**src/hw/rtl/tra_pkg.sv**
```systemverilog
`timescale 1ns / 1ps

package tra_pkg;

  localparam int DEPTH   = 1024;
  localparam int ADDR_W  = $clog2(DEPTH);
  localparam int CNT_W   = $clog2(DEPTH + 1);
  localparam int MODE_W  = 2;
  localparam int TIME_W  = 48;
  localparam int PRICE_W = 32;
  localparam int VOL_W   = 32;
  localparam int SUM_W   = 48;

  // command queue between front and back
  localparam int QDEPTH  = 2;
  localparam int QPTR_W  = $clog2(QDEPTH);
  localparam int QCNT_W  = $clog2(QDEPTH + 1);

  localparam logic [MODE_W-1:0] MODE_STORE = 2'd0;
  localparam logic [MODE_W-1:0] MODE_QUERY = 2'd1;
  localparam logic [MODE_W-1:0] MODE_CLEAR = 2'd2;

  typedef enum logic [1:0] {
    OP_STORE = 2'd0,
    OP_QUERY = 2'd1,
    OP_CLEAR = 2'd2
  } op_t;

  typedef struct packed {
    op_t                op;
    logic [TIME_W-1:0]  tick_time;
    logic [PRICE_W-1:0] tick_price;
    logic [VOL_W-1:0]   tick_volume;
    logic [TIME_W-1:0]  window_length;
  } cmd_t;

  typedef struct packed {
    logic             busy;
    logic [CNT_W-1:0] fill;
  } bk_stat_t;

  typedef enum logic [3:0] {
    ST_IDLE = 4'b0001,
    ST_HEAD = 4'b0010,
    ST_WALK = 4'b0100,
    ST_OUT  = 4'b1000
  } state_t;

  function automatic logic [ADDR_W-1:0] ring_prev(input logic [ADDR_W-1:0] a);
    return (a == '0) ? ADDR_W'(DEPTH - 1) : a - 1'b1;
  endfunction

  function automatic logic [ADDR_W-1:0] ring_next(input logic [ADDR_W-1:0] a);
    return (a == ADDR_W'(DEPTH - 1)) ? '0 : a + 1'b1;
  endfunction

  function automatic logic [QPTR_W-1:0] q_next(input logic [QPTR_W-1:0] a);
    return (a == QPTR_W'(QDEPTH - 1)) ? '0 : a + 1'b1;
  endfunction

endpackage

```
**src/hw/rtl/tra_front.sv**
```systemverilog
`timescale 1ns / 1ps

module tra_front (
  input  logic                        clk,
  input  logic                        rst_n,
  input  logic                        in_valid,
  output logic                        in_stall,
  input  logic [tra_pkg::MODE_W-1:0]  in_mode,
  input  logic [tra_pkg::TIME_W-1:0]  in_tick_time,
  input  logic [tra_pkg::PRICE_W-1:0] in_tick_price,
  input  logic [tra_pkg::VOL_W-1:0]   in_tick_volume,
  input  logic [tra_pkg::TIME_W-1:0]  in_window_length,
  output tra_pkg::cmd_t               q_cmd,
  output logic                        q_valid,
  input  logic                        q_pop
);
  import tra_pkg::*;

  cmd_t              queue_r [QDEPTH];
  logic [QPTR_W-1:0] wr_ptr_r, wr_ptr_nxt;
  logic [QPTR_W-1:0] rd_ptr_r, rd_ptr_nxt;
  logic [QCNT_W-1:0] count_r, count_nxt;
  logic              known_op;
  logic              push;
  cmd_t              cmd_in;

  // classify the incoming transaction; the unused mode is taken and dropped
  always_comb begin
    cmd_in.tick_time     = in_tick_time;
    cmd_in.tick_price    = in_tick_price;
    cmd_in.tick_volume   = in_tick_volume;
    cmd_in.window_length = in_window_length;
    case (in_mode)
      MODE_STORE: begin
        cmd_in.op = OP_STORE;
        known_op  = 1'b1;
      end
      MODE_QUERY: begin
        cmd_in.op = OP_QUERY;
        known_op  = 1'b1;
      end
      MODE_CLEAR: begin
        cmd_in.op = OP_CLEAR;
        known_op  = 1'b1;
      end
      default: begin
        cmd_in.op = OP_STORE;
        known_op  = 1'b0;
      end
    endcase
  end

  assign in_stall = (count_r == QCNT_W'(QDEPTH));
  assign push     = in_valid && !in_stall && known_op;
  assign q_valid  = (count_r != '0);
  assign q_cmd    = queue_r[rd_ptr_r];

  always_comb begin
    wr_ptr_nxt = push ? q_next(wr_ptr_r) : wr_ptr_r;
    rd_ptr_nxt = q_pop ? q_next(rd_ptr_r) : rd_ptr_r;
    count_nxt  = count_r;
    if (push && !q_pop) begin
      count_nxt = count_r + 1'b1;
    end else if (!push && q_pop) begin
      count_nxt = count_r - 1'b1;
    end
  end

  always_ff @(posedge clk) begin
    if (!rst_n) begin
      wr_ptr_r <= '0;
      rd_ptr_r <= '0;
      count_r  <= '0;
    end else begin
      wr_ptr_r <= wr_ptr_nxt;
      rd_ptr_r <= rd_ptr_nxt;
      count_r  <= count_nxt;
    end
  end

  always_ff @(posedge clk) begin
    if (push) begin
      queue_r[wr_ptr_r] <= cmd_in;
    end
  end

endmodule

```
**config.mk**
```make
export PLATFORM = sky130hd
export DESIGN_NAME = tra_front
export DESIGN_NICKNAME = d
export VERILOG_FILES = /design/src/hw/rtl/tra_pkg.sv /design/src/hw/rtl/tra_front.sv
export SDC_FILE = /design/constraint.sdc
export NUM_CORES = 1
export LEC_CHECK = 0
export ABC_AREA = 1
export BUFFER_PORTS_ARGS = -buffer_cell sky130_fd_sc_hd__buf_2
export CAP_MARGIN = 40
export CORE_MARGIN = 1
export CORE_UTILIZATION = 50
export DETAILED_ROUTE_END_ITERATION = 12
export PLACE_DENSITY = 0.88
export SLEW_MARGIN = 20
export SYNTH_ARGS = -nofsm -noshare
export SYNTH_HDL_FRONTEND = slang
export SYNTH_SLANG_ARGS = --single-unit
```
**constraint.sdc**
```tcl
create_clock -name clk -period 11.7 [get_ports clk]
set_input_delay 1.755 -clock clk [delete_from_list [all_inputs] [get_ports clk]]
set_output_delay 1.755 -clock clk [all_outputs]
set_load 0.02 [all_outputs]
```
# Word level (Yosys, flattened, before mapping)
# Memory sizes are Yosys's and may differ from the RTL's. A register that Yosys moved wholly into a read port is not among the register bits.
# Cells that the tools add are included.
# totals
register_bits,4
ram_bits,324
input_bits,166
out_inout_bits,164
elab_cells,32
n_memories,1
# memory_table
memory,words,width,rd,rd_ports_with_merged_regs,write_ports,line_no,text
queue_r,2,162,1,1,1,tra_front.sv:19,cmd_t queue_r [QDEPTH];
# op_classes
addsub,4
n_eq_ne,3
n_mux,10
n_reduce_logical,11
# op_table
cell,count
2-to-1 mux 1 bit,7
"equality test 2 bit, second input constant",2
logical AND 1 bit,4
2-to-1 mux 2 bit,2
one-hot mux 2 bit (2 select lines),1
nonzero test 2 bit,2
logical NOT 1 bit,3
OR reduction 3 bit,1
"adder 1 bit, second input constant",2
"adder 2 x 1 -> 2 bit, second input constant",1
"equality test 2 x 1 -> 1 bit, second input constant",1
logical NOT 2 bit,1
"subtractor 2 x 1 -> 2 bit, second input constant",1

# Longest topological paths before layout
# logic_depth
word_depth,8
mapped_depth,11
mapped_depth_nobuf,11

# Worst setup path after synthesis
# Ideal clock, no wire load.
# synth_path
kind,in2reg
from,input port in_mode[1] (netlist name)
to,memory queue_r[1][0] (netlist name) (enable)
arrival_time_ps,8699
setup_slack_ps,2313
stages,3
cell_sequence,nand2_1 -> nand3_1 -> nor2_1
# synth_via
elab_chain_cells,6
word_cells_on_any_way,8
cone_classes,2 x eq/ne; 3 x mux; 3 x reduce/logical
# synth_lines
item,line_no,text
"start, declared",tra_front.sv:8,"input logic [tra_pkg::MODE_W-1:0] in_mode,"
"equality test 2 bit, or another cell as far along",tra_front.sv:33,case (in_mode)
OR reduction 3 bit (no line) (*),-,
2-to-1 mux 1 bit (*),tra_front.sv:33,
logical AND 1 bit (*),tra_front.sv:54,assign push = in_valid && !in_stall && known_op;
2-to-1 mux 1 bit (*),tra_front.sv:82,if (push) begin
2-to-1 mux 1 bit (implied by the code) (*),tra_front.sv:83,queue_r[wr_ptr_r] <= cmd_in;
"end, declared",tra_front.sv:19,
# Every way passes the cells marked *; elsewhere a longest branch is shown, timed or not.

==> results.py <==
metrics = {
    "status": {
        "status": "finished clean",
    },
    "cts": {
        "cts.repair_timing.setup_buffer_count": 0,
        "cts_sinks": 329,
        "clockRootBuffer": "clkbuf_16",
        "cts_buffers": 31,
        "clock_latency_ps": 540,
        "clk_path_buf_depth": 3,
        "cts-resized-gates": 0,
        "hold_buffers": 0,
        "h-tree-depth": 1,
        "cts_tree": "built",
        "path_clk_slew_ps": 60,
    },
    "place": {
        "dp.cells": 1188,
        "hpwl_um": 15700,
        "pre_cts_slack_ps": 7860,
        "place_congestion": 0.763,
        "place_area_mm2": 0.0144,
        "io_buffers": 329,
    },
    "synth": {
        "synth_area_leaders": "edfxtp_1 79%, mux2_4 9.8%, mux2_2 7.5%",
        "syn_inst": 546,
        "synth_common_cells": "324 x edfxtp_1, 82 x mux2_2, 80 x mux2_4",
        "synth-edff-count": 324,
        "yosysTopAreaCell": "edfxtp_1",
        "syn-cell-area_mm2": 0.0123,
        "synth_top_cell_area_share_pct": 79.3,
        "yosysUniqueCellTypes": 14,
        "synth_warnings": 0,
        "ys.flop_type": "edfxtp_1",
        "syn_avg_cell_area_um2": 22.5,
        "post-synth-top-count-cell": "edfxtp_1",
        "seq_area_frac_synth_pct": 80.2,
        "synthArstFlopShare_pct": 0,
        "synthesis.nets": 713,
        "ys_seq_elements": 329,
    },
    "setup_path": {
        "regToRegEndpoint": "queue_r[1][130]$_DFFE_PP_",
        "worstPathArrival_ps": 2570,
        "worstSetupEndpointType": "output port",
        "required_ps": 9950,
        "ff2ff_path_depth": 7,
        "path_class": "reg2out",
        "cp-start-kind": "register",
        "critPathMaxFanout": 39,
        "timing.rr.start": "count_r[0]$_SDFFE_PN0P_",
        "r2r_setup_slack_ps": 9300,
    },
    "global_route": {
        "antenna_found_initial": 2,
        "grt_use_met3_pct": 5.36,
        "grt_use_total_pct": 17.3,
        "use_met2_pct": 32.4,
        "grt_max_degree": 59,
        "grt_pass1_vias": 6405,
        "busiest_layer": "met2",
        "grtUsageMet1_pct": 18.8,
        "grt_pass1_wl_um": 32900,
        "overflow": 0,
    },
    "die": {
        "die_y_um": 159,
        "io_pins": 330,
        "core_area_mm2": 0.0238,
        "die_x_um": 159,
        "start_util_pct": 51.6,
        "die_area_mm2": 0.0252,
        "num_rows": 56,
    },
    "timing": {
        "worst_pin_slew_ps": 506,
        "period_share_pct": 37.0,
        "holdWs_ps": 513,
        "finClkSkew_ps": 11.5,
        "drv_slew": 0,
        "max_freq_ghz": 0.231,
        "slew-limit-headroom_pct": 66.3,
        "rsz0062_at_grt": "no",
        "fin_tns_setup_ps": 0,
        "final_hold_viol_count": 0,
        "fin_crit_ps": 4330,
        "setup_viol": 0,
        "layout_setup_ws_ps": 7370,
    },
    "drt": {
        "drt_wl_total_um": 23200,
        "via_count": 6213,
        "wl_per_cell_um": 18.6,
        "drt-initial-drc-count": 394,
        "viasPerCell": 4.99,
        "detail-route-antenna-nets": 0,
        "dr.pass1.iters": 4,
        "drc": 0,
    },
    "layout": {
        "syn_to_final_growth_pct": 26.0,
        "drive_above_1_share_pct": 60.0,
        "design_area_mm2": 0.0154,
        "final_nets": 1069,
        "instances_no_fill": 1246,
    },
    "min_path": {
        "hold_class": "reg2reg",
        "worstHoldStart": "rd_ptr_r$_SDFFE_PN0P_",
        "whs_path_depth": 2,
    },
    "job": {
        "cap_viol_max_count": 0,
    },
    "power_and_ir_drop": {
        "power.density_mw_per_mm2": 179,
        "irDropWorstVdd_uv": 145,
        "p_leak_nw": 6.00,
    },
}
==> state kept, by name, indices dropped and copies added, names as in the netlist, named ones only <==
signal	flops
count_r	2
wr_ptr_r	1
queue_r	324
rd_ptr_r	1
==> per-stage QoR <==
step                util (%)  power [mW]
floorplan                  -        1.66
global placement        59.9        1.75
detailed placement      60.6        1.78
CTS                     65.0        2.79
global route            65.0        2.85
finish                  65.0        2.76
==> worst max path at each step <==
stage                          start                        end  slack [ps]  cells past startpoint
after floorplan           in_mode[1]    queue_r[1][0]$_DFFE_PP_        2310                      3
final                       register                 q_cmd[147]        7370                      4
after CTS                   register                 q_cmd[147]        7310                      4
after global placement    in_mode[0]  queue_r[1][130]$_DFFE_PP_        7110                      6
after detailed placement  in_mode[1]  queue_r[1][130]$_DFFE_PP_        7860                      7
after global routing        register                 q_cmd[147]        7240                      4
==> cells in the final DEF (no fill, tap or decap), drive strengths merged <==
cell type,count
nand3,2
diode,2
dfxtp,5
nand2,11
a21oi,1
clkinv,11
o21ai,1
clkbuf,40
buf,341
mux2,162
inv,11
nor2,9
bufinv,5
edfxtp,324
ha,1
nand4,1
==> per-layer routing <==
metal / part of all wire, % / routed length, um
met1: 36 / 8440
met2: 53 / 12200
met3: 8.8 / 2040
met4: 2.1 / 478
met5: 0 / 0
==> cells by family (layout without fill, tap and decap cells) <==
family	after synthesis	count (layout)	share of synthesized area [%]
AOI/OAI and AO/OA	2	2	0.0816
adders and majority gates	1	1	0.102
buffers and inverters	29	408	1.58
DFF	329	329	80.2
muxes	162	162	17.3
other	0	2	0
and+or+nand+nor	23	23	0.745
==> critical path: stages, from the launching register on <==
cell	delay, ps
dfxtp_4	680
buf_4	450
buf_16	310
mux2_2	380
buf_2	160
==> cell type report <==
cell class              instances  area, um2
fillers                      1608       8300
clock buffers                  40        860
well taps                     319        399
inverters                      11       41.3
diodes                          2       5.00
clock inverters                16        201
repair buffers                341       1860
multi-input cells             188       2250
flip-flops and latches        329       9830
==> where the power goes <==
part	switching [mW]	total [mW]	leakage (nW)	internal [mW]
combinational	0.199	0.343	2.43	0.143
sequential	0.0221	1.41	3.04	1.38
clock	0.393	1.02	0.529	0.624
(Power assumes the default switching activity.)
